### config.mk
export PLATFORM = sky130hd
export DESIGN_NAME = sorted_delay_task_scheduler_core
export DESIGN_NICKNAME = d
export VERILOG_FILES = /design/src/hw/rtl/sdts_pkg.sv /design/src/hw/rtl/sorted_delay_task_scheduler_core.sv /design/src/hw/rtl/sdts_table.sv
export SDC_FILE = /design/constraint.sdc
export NUM_CORES = 2
export LEC_CHECK = 0
export ABC_CLOCK_PERIOD_IN_PS = 8160
export BUFFER_PORTS_ARGS = -buffer_cell sky130_fd_sc_hd__buf_2
export CAP_MARGIN = 20
export CORE_ASPECT_RATIO = 0.9
export CORE_MARGIN = 5
export CORE_UTILIZATION = 40
export CTS_BUF_LIST = sky130_fd_sc_hd__clkbuf_16
export DETAILED_ROUTE_END_ITERATION = 16
export PLACE_DENSITY = 0.53
export RECOVER_POWER = 100
export SYNTH_ARGS = -nofsm -noshare
export SYNTH_HDL_FRONTEND = slang
export SYNTH_HIERARCHICAL = 1
export SYNTH_SLANG_ARGS = --single-unit
### constraint.sdc
create_clock -name clk -period 8.16 [get_ports clk]
set_input_delay 1.632 -clock clk [delete_from_list [all_inputs] [get_ports clk]]
set_output_delay 1.632 -clock clk [all_outputs]
set_load 0.02 [all_outputs]
### src/hw/rtl/sdts_pkg.sv
package sdts_pkg;

	localparam int MaxTasks = 16;
	localparam int IdxW = $clog2(MaxTasks);
	localparam int CntW = $clog2(MaxTasks + 1);
	localparam int ResCap = 16;
	localparam int RunW = $clog2(ResCap + 1);

	typedef enum logic [1:0] {
		ACT_TICK = 2'd0,
		ACT_ADD = 2'd1,
		ACT_DEL = 2'd2,
		ACT_DISP = 2'd3
	} action_t;

	typedef enum logic [2:0] {
		K_ADDED = 3'd0,
		K_ADD_REF = 3'd1,
		K_DELETED = 3'd2,
		K_DEL_REF = 3'd3,
		K_RUN = 3'd4,
		K_NONE = 3'd5
	} kind_t;

	typedef enum logic [1:0] {
		E_NONE = 2'd0,
		E_FULL = 2'd1,
		E_DEL = 2'd2
	} err_t;

	typedef struct packed {
		logic [15:0] handle;
		logic [23:0] delay;
		logic [23:0] period;
		logic [7:0] runs;
	} entry_t;

	typedef enum logic [3:0] {
		S_IDLE,
		S_FIND,
		S_SHIFT_UP,
		S_PUT,
		S_SHIFT_DN,
		S_MARK,
		S_AGE,
		S_POP,
		S_OUT
	} state_t;

	// Follow-up after the shift/mark sequence completes.
	typedef enum logic [1:0] {
		NX_DONE,
		NX_RUN,
		NX_REINS
	} next_t;

endpackage

### src/hw/rtl/sorted_delay_task_scheduler_core.sv
// Sorted-delay task scheduler. A tick gives no beat. Add and delete walk the
// table one entry per cycle through a single shared compare/subtract path.
// Dispatch first ages every entry. It then pops each ready head in turn; a
// one-shot task gets its run beat and is dropped, and a periodic one is put
// back. At most 16 run beats leave per dispatch. stall is low only in the
// idle state with the output register empty. Each result beat is held in an
// output register until it is taken. A stalled receiver therefore holds the
// sequencer between run beats.
module sorted_delay_task_scheduler_core (
	input logic clk,
	input logic arst_n,
	input logic valid_in,
	output logic stall_in,
	input logic [1:0] action,
	input logic [15:0] handle_in,
	input logic [23:0] delay_in,
	input logic [23:0] period_in,
	input logic [3:0] slot_in,
	output logic valid_out,
	input logic stall_out,
	output logic [2:0] kind,
	output logic [4:0] slot_out,
	output logic [15:0] handle_out,
	output logic last,
	output logic [4:0] count_out,
	output logic [1:0] error_out
);
	localparam int IW = sdts_pkg::IdxW;
	localparam int CW = sdts_pkg::CntW;

	sdts_pkg::state_t st_q, st_d;
	sdts_pkg::next_t nx_q, nx_d;
	logic [CW-1:0] cnt_q, cnt_d;
	logic [CW-1:0] ptr_q, ptr_d;
	logic [CW-1:0] pos_q, pos_d;
	logic [23:0] ticks_q, ticks_d, snap_q, snap_d;
	logic [1:0] err_q, err_d;
	logic [23:0] head_q, head_d;
	logic [sdts_pkg::RunW-1:0] runs_q, runs_d;
	sdts_pkg::entry_t new_q, new_d;
	sdts_pkg::kind_t okind_q, okind_d;
	logic [4:0] oslot_q, oslot_d;
	logic [15:0] ohand_q, ohand_d;
	logic olast_q, olast_d;
	logic [4:0] ocnt_q, ocnt_d;
	logic [1:0] oerr_q, oerr_d;
	logic ov_q, ov_d;

	logic [IW-1:0] rd_idx, wr_idx, src_idx;
	sdts_pkg::entry_t rd_e, wr_e;
	logic rd_m, wr_en, wr_copy, mark_en, mark_val;

	sdts_table u_table (
		.clk(clk), .arst_n(arst_n),
		.rd_idx(rd_idx), .rd_entry(rd_e), .rd_mark(rd_m),
		.wr_en(wr_en), .wr_idx(wr_idx), .src_idx(src_idx), .wr_copy(wr_copy),
		.wr_entry(wr_e), .mark_en(mark_en), .mark_val(mark_val)
	);

	assign stall_in = (st_q != sdts_pkg::S_IDLE) || ov_q;
	assign valid_out = ov_q;
	assign kind = okind_q;
	assign slot_out = oslot_q;
	assign handle_out = ohand_q;
	assign last = olast_q;
	assign count_out = ocnt_q;
	assign error_out = oerr_q;

	always_ff @(posedge clk or negedge arst_n) begin
		if (!arst_n) begin
			st_q <= sdts_pkg::S_IDLE;
			nx_q <= sdts_pkg::NX_DONE;
			cnt_q <= '0;
			ptr_q <= '0;
			pos_q <= '0;
			ticks_q <= '0;
			snap_q <= '0;
			err_q <= sdts_pkg::E_NONE;
			head_q <= '0;
			runs_q <= '0;
			ov_q <= 1'b0;
		end else begin
			st_q <= st_d;
			nx_q <= nx_d;
			cnt_q <= cnt_d;
			ptr_q <= ptr_d;
			pos_q <= pos_d;
			ticks_q <= ticks_d;
			snap_q <= snap_d;
			err_q <= err_d;
			head_q <= head_d;
			runs_q <= runs_d;
			ov_q <= ov_d;
		end
	end

	// Payload registers for the pending entry and the result beat.
	always_ff @(posedge clk) begin
		new_q <= new_d;
		okind_q <= okind_d;
		oslot_q <= oslot_d;
		ohand_q <= ohand_d;
		olast_q <= olast_d;
		ocnt_q <= ocnt_d;
		oerr_q <= oerr_d;
	end

	// Sequencer with one shared compare/subtract path on rd_e.
	always_comb begin
		st_d = st_q; nx_d = nx_q; cnt_d = cnt_q; ptr_d = ptr_q; pos_d = pos_q;
		ticks_d = ticks_q; snap_d = snap_q; err_d = err_q; head_d = head_q;
		runs_d = runs_q; new_d = new_q;
		okind_d = okind_q; oslot_d = oslot_q; ohand_d = ohand_q; olast_d = olast_q;
		ocnt_d = ocnt_q; oerr_d = oerr_q;
		ov_d = ov_q && stall_out;
		rd_idx = ptr_q[IW-1:0];
		wr_idx = ptr_q[IW-1:0];
		src_idx = ptr_q[IW-1:0];
		wr_en = 1'b0; wr_copy = 1'b0; wr_e = rd_e;
		mark_en = 1'b0; mark_val = 1'b0;

		case (st_q)
			sdts_pkg::S_IDLE: begin
				if (valid_in && !ov_q) begin
					rd_idx = '0;
					case (sdts_pkg::action_t'(action))
						sdts_pkg::ACT_TICK: begin
							if (cnt_q != '0) begin
								wr_idx = '0;
								wr_en = 1'b1;
								if (rd_e.delay != '0) wr_e.delay = rd_e.delay - 24'd1;
								if (rd_e.delay <= 24'd1 && rd_e.runs != 8'hFF)
									wr_e.runs = rd_e.runs + 8'd1;
								if (ticks_q != 24'hFFFFFF) ticks_d = ticks_q + 24'd1;
							end
						end
						sdts_pkg::ACT_ADD: begin
							if (cnt_q == CW'(sdts_pkg::MaxTasks)) begin
								err_d = sdts_pkg::E_FULL;
								okind_d = sdts_pkg::K_ADD_REF;
								oslot_d = 5'(sdts_pkg::MaxTasks);
								ohand_d = '0; olast_d = 1'b1;
								ocnt_d = 5'(cnt_q); oerr_d = sdts_pkg::E_FULL;
								ov_d = 1'b1;
							end else begin
								if (cnt_q == '0) ticks_d = '0;
								new_d = '{handle_in, delay_in, period_in, 8'd0};
								nx_d = sdts_pkg::NX_DONE;
								ptr_d = '0;
								st_d = sdts_pkg::S_FIND;
							end
						end
						sdts_pkg::ACT_DEL: begin
							if (CW'(slot_in) >= cnt_q) begin
								err_d = sdts_pkg::E_DEL;
								okind_d = sdts_pkg::K_DEL_REF;
								oslot_d = '0; ohand_d = '0; olast_d = 1'b1;
								ocnt_d = 5'(cnt_q); oerr_d = sdts_pkg::E_DEL;
								ov_d = 1'b1;
							end else begin
								okind_d = sdts_pkg::K_DELETED;
								oslot_d = '0; ohand_d = '0;
								nx_d = sdts_pkg::NX_DONE;
								ptr_d = CW'(slot_in);
								st_d = sdts_pkg::S_SHIFT_DN;
							end
						end
						default: begin
							if (cnt_q == '0 || rd_e.runs == '0) begin
								okind_d = sdts_pkg::K_NONE;
								oslot_d = '0; ohand_d = '0; olast_d = 1'b1;
								ocnt_d = 5'(cnt_q); oerr_d = err_q;
								ov_d = 1'b1;
							end else begin
								snap_d = ticks_q;
								ticks_d = '0;
								runs_d = '0;
								ptr_d = '0;
								st_d = sdts_pkg::S_AGE;
							end
						end
					endcase
				end
			end

			// Age each entry: tied ones become ready, others lose the elapsed ticks.
			sdts_pkg::S_AGE: begin
				wr_en = 1'b1;
				if (rd_m) begin
					wr_e.delay = '0;
					wr_e.runs = 8'd1;
				end else begin
					wr_e.delay = (rd_e.delay >= snap_q) ? rd_e.delay - snap_q : '0;
				end
				if (ptr_q + 1'b1 == cnt_q) begin
					ptr_d = '0;
					st_d = sdts_pkg::S_POP;
				end else begin
					ptr_d = ptr_q + 1'b1;
				end
			end

			// Take the ready head, or end the dispatch with a none beat; the output register is left to the pending beat.
			sdts_pkg::S_POP: begin
				rd_idx = '0;
				if (cnt_q != '0 && rd_e.runs != '0 && 32'(runs_q) < sdts_pkg::ResCap) begin
					new_d = '{rd_e.handle, rd_e.period, rd_e.period, 8'd0};
					nx_d = sdts_pkg::NX_RUN;
					ptr_d = '0;
					st_d = sdts_pkg::S_SHIFT_DN;
				end else if (!ov_q || !stall_out) begin
					okind_d = sdts_pkg::K_NONE;
					oslot_d = '0; ohand_d = '0; olast_d = 1'b1;
					ocnt_d = 5'(cnt_q); oerr_d = err_q;
					ov_d = 1'b1;
					st_d = sdts_pkg::S_IDLE;
				end
			end

			// Close the gap at ptr by copying entries down.
			sdts_pkg::S_SHIFT_DN: begin
				if (ptr_q + 1'b1 < cnt_q) begin
					wr_en = 1'b1; wr_copy = 1'b1;
					src_idx = IW'(ptr_q + 1'b1);
					ptr_d = ptr_q + 1'b1;
				end else begin
					wr_en = 1'b1;
					wr_e = '0;
					mark_en = 1'b1;
					cnt_d = cnt_q - 1'b1;
					ptr_d = '0;
					if (nx_q == sdts_pkg::NX_RUN && new_q.period != '0)
						st_d = sdts_pkg::S_FIND;
					else
						st_d = sdts_pkg::S_MARK;
				end
			end

			// Find the insert index: first entry with a larger delay.
			sdts_pkg::S_FIND: begin
				if (ptr_q == cnt_q || new_q.delay < rd_e.delay) begin
					pos_d = ptr_q;
					ptr_d = cnt_q;
					st_d = sdts_pkg::S_SHIFT_UP;
				end else begin
					ptr_d = ptr_q + 1'b1;
				end
			end

			// Open a hole at pos by copying entries up.
			sdts_pkg::S_SHIFT_UP: begin
				if (ptr_q > pos_q) begin
					wr_en = 1'b1; wr_copy = 1'b1;
					src_idx = IW'(ptr_q - 1'b1);
					ptr_d = ptr_q - 1'b1;
				end else begin
					st_d = sdts_pkg::S_PUT;
				end
			end

			sdts_pkg::S_PUT: begin
				wr_idx = pos_q[IW-1:0];
				wr_en = 1'b1;
				wr_e = new_q;
				cnt_d = cnt_q + 1'b1;
				if (nx_q != sdts_pkg::NX_RUN) begin
					okind_d = sdts_pkg::K_ADDED;
					oslot_d = 5'(pos_q);
					ohand_d = '0;
				end
				ptr_d = '0;
				st_d = sdts_pkg::S_MARK;
			end

			// Recompute tie marks against the head delay.
			sdts_pkg::S_MARK: begin
				if (ptr_q == cnt_q || cnt_q == '0) begin
					if (nx_q == sdts_pkg::NX_RUN) begin
						st_d = sdts_pkg::S_OUT;
					end else begin
						olast_d = 1'b1;
						ocnt_d = 5'(cnt_q); oerr_d = err_q;
						ov_d = 1'b1;
						st_d = sdts_pkg::S_IDLE;
					end
				end else begin
					mark_en = 1'b1;
					mark_val = (rd_e.delay == head_q);
					if (ptr_q == '0) begin
						head_d = rd_e.delay;
						mark_val = 1'b1;
					end
					ptr_d = ptr_q + 1'b1;
				end
			end

			// A run beat: it is the last one unless the new head is ready and the cap allows.
			sdts_pkg::S_OUT: begin
				rd_idx = '0;
				if (!ov_q || !stall_out) begin
					okind_d = sdts_pkg::K_RUN;
					oslot_d = '0;
					ohand_d = new_q.handle;
					ocnt_d = 5'(cnt_q); oerr_d = err_q;
					ov_d = 1'b1;
					runs_d = runs_q + 1'b1;
					if (cnt_q != '0 && rd_e.runs != '0
					    && 32'(runs_q) + 1 < sdts_pkg::ResCap) begin
						olast_d = 1'b0;
						st_d = sdts_pkg::S_POP;
					end else begin
						olast_d = 1'b1;
						st_d = sdts_pkg::S_IDLE;
					end
				end
			end

			default: st_d = sdts_pkg::S_IDLE;
		endcase
	end
endmodule

### src/hw/rtl/sdts_table.sv
// Entry table: one read port for the sequencer, shift moves and single writes.
module sdts_table (
	input logic clk,
	input logic arst_n,
	input logic [sdts_pkg::IdxW-1:0] rd_idx,
	output sdts_pkg::entry_t rd_entry,
	output logic rd_mark,
	input logic wr_en,
	input logic [sdts_pkg::IdxW-1:0] wr_idx,
	input logic [sdts_pkg::IdxW-1:0] src_idx,
	input logic wr_copy,
	input sdts_pkg::entry_t wr_entry,
	input logic mark_en,
	input logic mark_val
);
	sdts_pkg::entry_t ent_q [sdts_pkg::MaxTasks];
	logic mark_q [sdts_pkg::MaxTasks];

	assign rd_entry = ent_q[rd_idx];
	assign rd_mark = mark_q[rd_idx];

	// One entry written per cycle, either a copy from a neighbor or new data.
	always_ff @(posedge clk or negedge arst_n) begin
		if (!arst_n) begin
			for (int i = 0; i < sdts_pkg::MaxTasks; i++) begin
				ent_q[i] <= '0;
				mark_q[i] <= 1'b0;
			end
		end else begin
			if (wr_en) begin
				ent_q[wr_idx] <= wr_copy ? ent_q[src_idx] : wr_entry;
			end
			if (mark_en) begin
				mark_q[wr_idx] <= mark_val;
			end
		end
	end
endmodule
* Word level (Yosys, flattened, before mapping) *
Index checks and enable logic that the tools add are counted.
W data, S select, Z words.

storage, ports and cells
  word-level logic and storage cells = 408
  register bits = 1373

operators by class
  eq/ne operators = 52
  bitwise logic cells = 7
  multiplexer cells = 176
  $add $sub $neg = 10
  magnitude comparators = 12
  reduce and logical (&&, ||, !) cells = 50

operators with widths
  cell                  count
  $bwmux W1152          1
  $mux W72              11
  $bmux W72 S4          2
  $demux W72 S4         1
  $mux W24              11
  $pmux W72 S2          1
  $mux W5               28
  $mux W16              7
  $pmux W24 S4          1
  $mux W4               19
  $pmux W24 S3          1
  $pmux W16 S4          1
  $ne A2 B2 Y1 const B  24
  $pmux W16 S3          1
  $pmux W24 S2          1
  $reduce_bool A24 Y1   2
  $pmux W5 S3           3
  $mux W8               5
  $pmux W5 S4           2
  $pmux W5 S8           1
  $pmux W4 S9           1
  $mux W1               32
  $pmux W16 S2          1
  $pmux W8 S4           1
  other kinds (73)      149

* Longest topological paths before layout *
  depth in word-level cells = 17
  gate-level depth with buffers = 26
  mapped depth without buffers = 21

* By module *
The synthesis kept the hierarchy.

by module, submodules not included
  module                            area an instance (µm²)  cells an instance  sequential area each (µm²)  instances
  sdts_table                        71207.0                 5682               29228.0                     1
  sorted_delay_task_scheduler_core  13440.4                 1612               5385.2                      1

* Worst setup path after synthesis *
OpenSTA, ideal clock, no wires.

  kind = in2reg
  start point = input port valid_in
  end point = register new_q[10] (netlist name), enable pin
  arrival time = 7.110 ns
  slack = 0.005 ns
  setup time = 1.045 ns
  buffers on the path = 3
  required time = 7.115 ns
  stages on the path = 17
  path through = inv_1 -> nor2_1 -> o21ai_0 -> and3_1 -> clkbuf_1 -> clkbuf_1 -> buf_2 -> mux4_2 -> mux4_2 -> inv_1 -> ha_1 -> or4b_2 -> nor4_1 -> a21o_1 -> nor2_1 -> nand2_1 -> o21ai_0

RTL lines
  item                    line                                    RTL
  start: declaration      sorted_delay_task_scheduler_core.sv:12  input logic valid_in,
  end signal: assignment  sorted_delay_task_scheduler_core.sv:99  new_q <= new_d;
  end: declaration        sorted_delay_task_scheduler_core.sv:40  sdts_pkg::entry_t new_q, new_d;

==> impl_results.md <==
- Status: finished, violations left
- Failing checks: max-capacitance violations, max-slew violations
- Max-slew violation count: 1462
- Pre-CTS setup slack: around 0.050 ns
- I/O pin count: 108
- Yosys Warn Count: 6
- Area Growth Syn to Fin: 2.95%
- Post-CTS Setup Bufs: 0
- Final Cycle Share: 95.1%
- Num CTS Buffers: 163
- CTS tree: done
- Routed wire length: approximately 290000 um
- Seq/Total Area, Yosys: about two fifths
- ANT nets after route: 0
- Cell Pwr Density: approximately 550 mW/mm^2
- Psw: 24600 uW
- RSZ-0062 raised after global routing: false
- Worst-path cell chain: clkbuf_1 -> inv_1 -> nor2_1 -> o21ai_0 -> and3_4 -> buf_12 -> clkbuf_1 -> mux4_2 -> mux4_2 -> ha_1 -> nand2_1 -> o21bai_1 -> a21boi_0 -> o31ai_1 -> o211ai_1 -> a21oi_1 -> xor2_1 -> o21ai_0 -> nor2_1 -> buf_4 -> o41ai_1
- Max Cap Viol: 25
- Post-synth ARST share: 93.0%
- Antenna violations before repair: 5
- Pre-antenna DRT Iters: 8
- CP max stage delay: 0.76 ns
- Setup slack, reg-to-reg: between 0.4 and 0.5 ns
- Primary FF master, synth: dfrtp_1
- Startpoint types: input pin
- Switching part of the total: 51.5%
- Share of cells above drive strength 1: 16.8%
- Max FO, Critical Path: 20
- Die extent in y: 446 um
- EDFF count, synth: 96
- Post-Synthesis Cells: 7294
- CP arrival: ~8.4 ns
- Clock network fraction of total power: ~14%
- Placed instance area: 0.0873 sq mm
- Worst setup EP type: register
- Peak VDD IR: between 0.5 and 0.6 mV
- Initial Util: 40.1%
- RePlAce Congestion: ~0.93
- Slowest CP cell: o31ai_1
- Iteration-0 DRC Markers: 6453
- CTS hold repair buffers: 0
- Clock-pin slew on the worst setup and hold paths: 0.06 ns
- Critical path class: in -> reg
- Netlist cell types: 87
- Vias in the first global route: 64400
- Final setup fails: 0
- Worst hold-check path type: reg -> reg
- HPWL after detailed placement: ~170000 um
- Final #Nets: around 7000
- Placement row count: 160
- Die width: 495 um
- Max-slew headroom: -140%
- Fin worst setup slack: 0.403 ns
- Gate power share: between 60% and 70%
- Drt drc: 0
- Syn Nets: 7450
- Clock sinks: about 1400
- Yosys reg bits: 1364
- PostCTS Resize Cnt: 0
- Vias per inst: around 6.5
- Leakage: 0.0363 uW
- Clock buffer depth: 3
- Final hold vios: 0
- Die footprint: 0.221 sq mm
- DR vias: 64700
- Fin crit period: 7.76 ns
- Max Freq: 129 MHz
- Pin count of the biggest net entering global routing: around 160
- Design Power: 47700 uW
- Pint: between 20000 and 25000 uW
- GRT Util Overall: between 20% and 30%
- Design Area, Final: 0.0871 sq mm
- Worst slew pin tran: roughly 3.6 ns
- First-pass GRT wire length: 435000 um
- Final TNS setup: 0 ns
- Core box area: about 0.21 sq mm
- Drt wl/cell: between 20 and 30 um
- Clock Root Buffer: clkbuf_16
- CP required: 8.83 ns
- Clock latency on the worst-skew pair: 0.82 ns
- Reg power frac: 24.0%
- H-tree lvl count: 4
- Skew final: 0.0336 ns
- Port Buffer Count: 107
- Avg Inst Size Synth: 11.6 sq um
- Gr ovfl total: 0
- Synthesized cell area: 0.0846 sq mm
[cell usage after synthesis, drive strengths merged, types with 80 or more instances]
cell type	instances	area [sq um]
nand2	1571	5900
dfrtp	1268	31700
o41ai	1156	15500
mux2i	579	5800
clkbuf	438	1670
mux4	365	8220
buf	333	2580
a22oi	292	2330
a21oi	216	1610
o21ai	183	916
nor2	175	659
edfxtp	96	2880
inv	84	315
ha	80	1000
[routing by layer]
layer	GRT usage, %	routed length, um	vias to the layer above
li1	-	-	27900
met1	37.2	129000	33600
met2	39.0	130000	2654
met3	4.19	19900	470
met4	7.70	9440	2
met5	0	13	-
[critical path, delay by kind of cell]
kind | cells | cell delay (ns)
xor gates and xnor gates | 1 | 0.14
AOI/OAI and AO/OA | 8 | 3.13
and+or+nand+nor | 4 | 0.78
buffers and inverters | 5 | 1.08
adders and majority gates | 1 | 0.41
muxes | 2 | 1.22
[state kept, by name, indices dropped and copies added (netlist names), 2 cells and up]
signal	flops
pos_q	5
st_q	4
kind	3
head_q	24
u_table/ent_q	1152
u_table/mark_q	16
ptr_q	5
err_q	2
slot_out	5
new_q	64
error_out	2
count_out	5
snap_q	24
cnt_q	5
ticks_q	24
runs_q	5
handle_out	16
[through the flow]
step | utilization [%] | cells | hold slack (ns)
final | 41.3 | 10000 | 0.483
after global routing | 41.3 | 10000 | 0.495
after CTS | 43.7 | 10000 | 0.480
after detailed placement | 41.4 | 9716 | 0.464
after global placement | 41.4 | 9716 | 0.463
after floorplan | - | 7294 | 0.423
[placed cells by master, fill, tap and decap left out, types with 96 or more instances in the layout]
cell type | Yosys | layout
mux4_2 | 365 | 365
nor2_1 | 174 | 169
buf_4 | 77 | 120
mux2i_1 | 579 | 579
clkbuf_16 | 0 | 167
o21ai_0 | 182 | 182
nand2_1 | 1569 | 1553
a22oi_1 | 264 | 264
inv_1 | 84 | 129
edfxtp_1 | 96 | 96
dfrtp_1 | 1268 | 1268
a21oi_2 | 141 | 141
o41ai_2 | 720 | 112
o41ai_1 | 436 | 1044
[power groups by stage]
stage	Clock (uW)	Combinational, uW	Sequential [uW]
2_1_floorplan	0	23200	10900
3_3_place_gp	0	31100	11400
3_5_place_dp	0	31500	11500
4_1_cts	7050	31500	11400
5_1_grt	7320	31200	11800
6_report	6880	29400	11400
[layout make-up]
cell class                      instances  area (sq um)
Antenna cell                            5          12.5
Clock buffer                          167          4180
Clock inverter                        129           764
Fill cell                           20400        124000
Inverter                               84           317
Multi-Input combinational cell       5075         41100
Sequential cell                      1364         34600
Tap cell                             2835          3550
Timing Repair Buffer                  359          2640
[logic make-up (layout without fill, tap and decap cells)]
logic type      count (synthesis)  count (layout)  share of synthesized area [%]
simple gates                 1968            1968                           9.46
compound gates               1984            1984                           25.4
fa+ha+maj                      82              82                           1.23
buf+inv                       855             739                           5.38
other cells                     0               5                              0
flops                        1364            1364                           40.9
mux                           969             969                           16.9
xor+xnor                       72              72                          0.745
[final timing paths]
check                                 endpoint  cells after the start      start
hold reg to reg                      runs_q[3]                      1  runs_q[3]
setup / recovery            u_table/ent_q[483]                     21   valid_in
setup reg to reg           u_table/ent_q[1063]                     10    st_q[1]
min in group asynchronous    u_table/ent_q[57]                      1     arst_n
hold / removal                       runs_q[3]                      1  runs_q[3]
max in group asynchronous   u_table/ent_q[614]                      3     arst_n
Power figures use the tool's default switching activity.
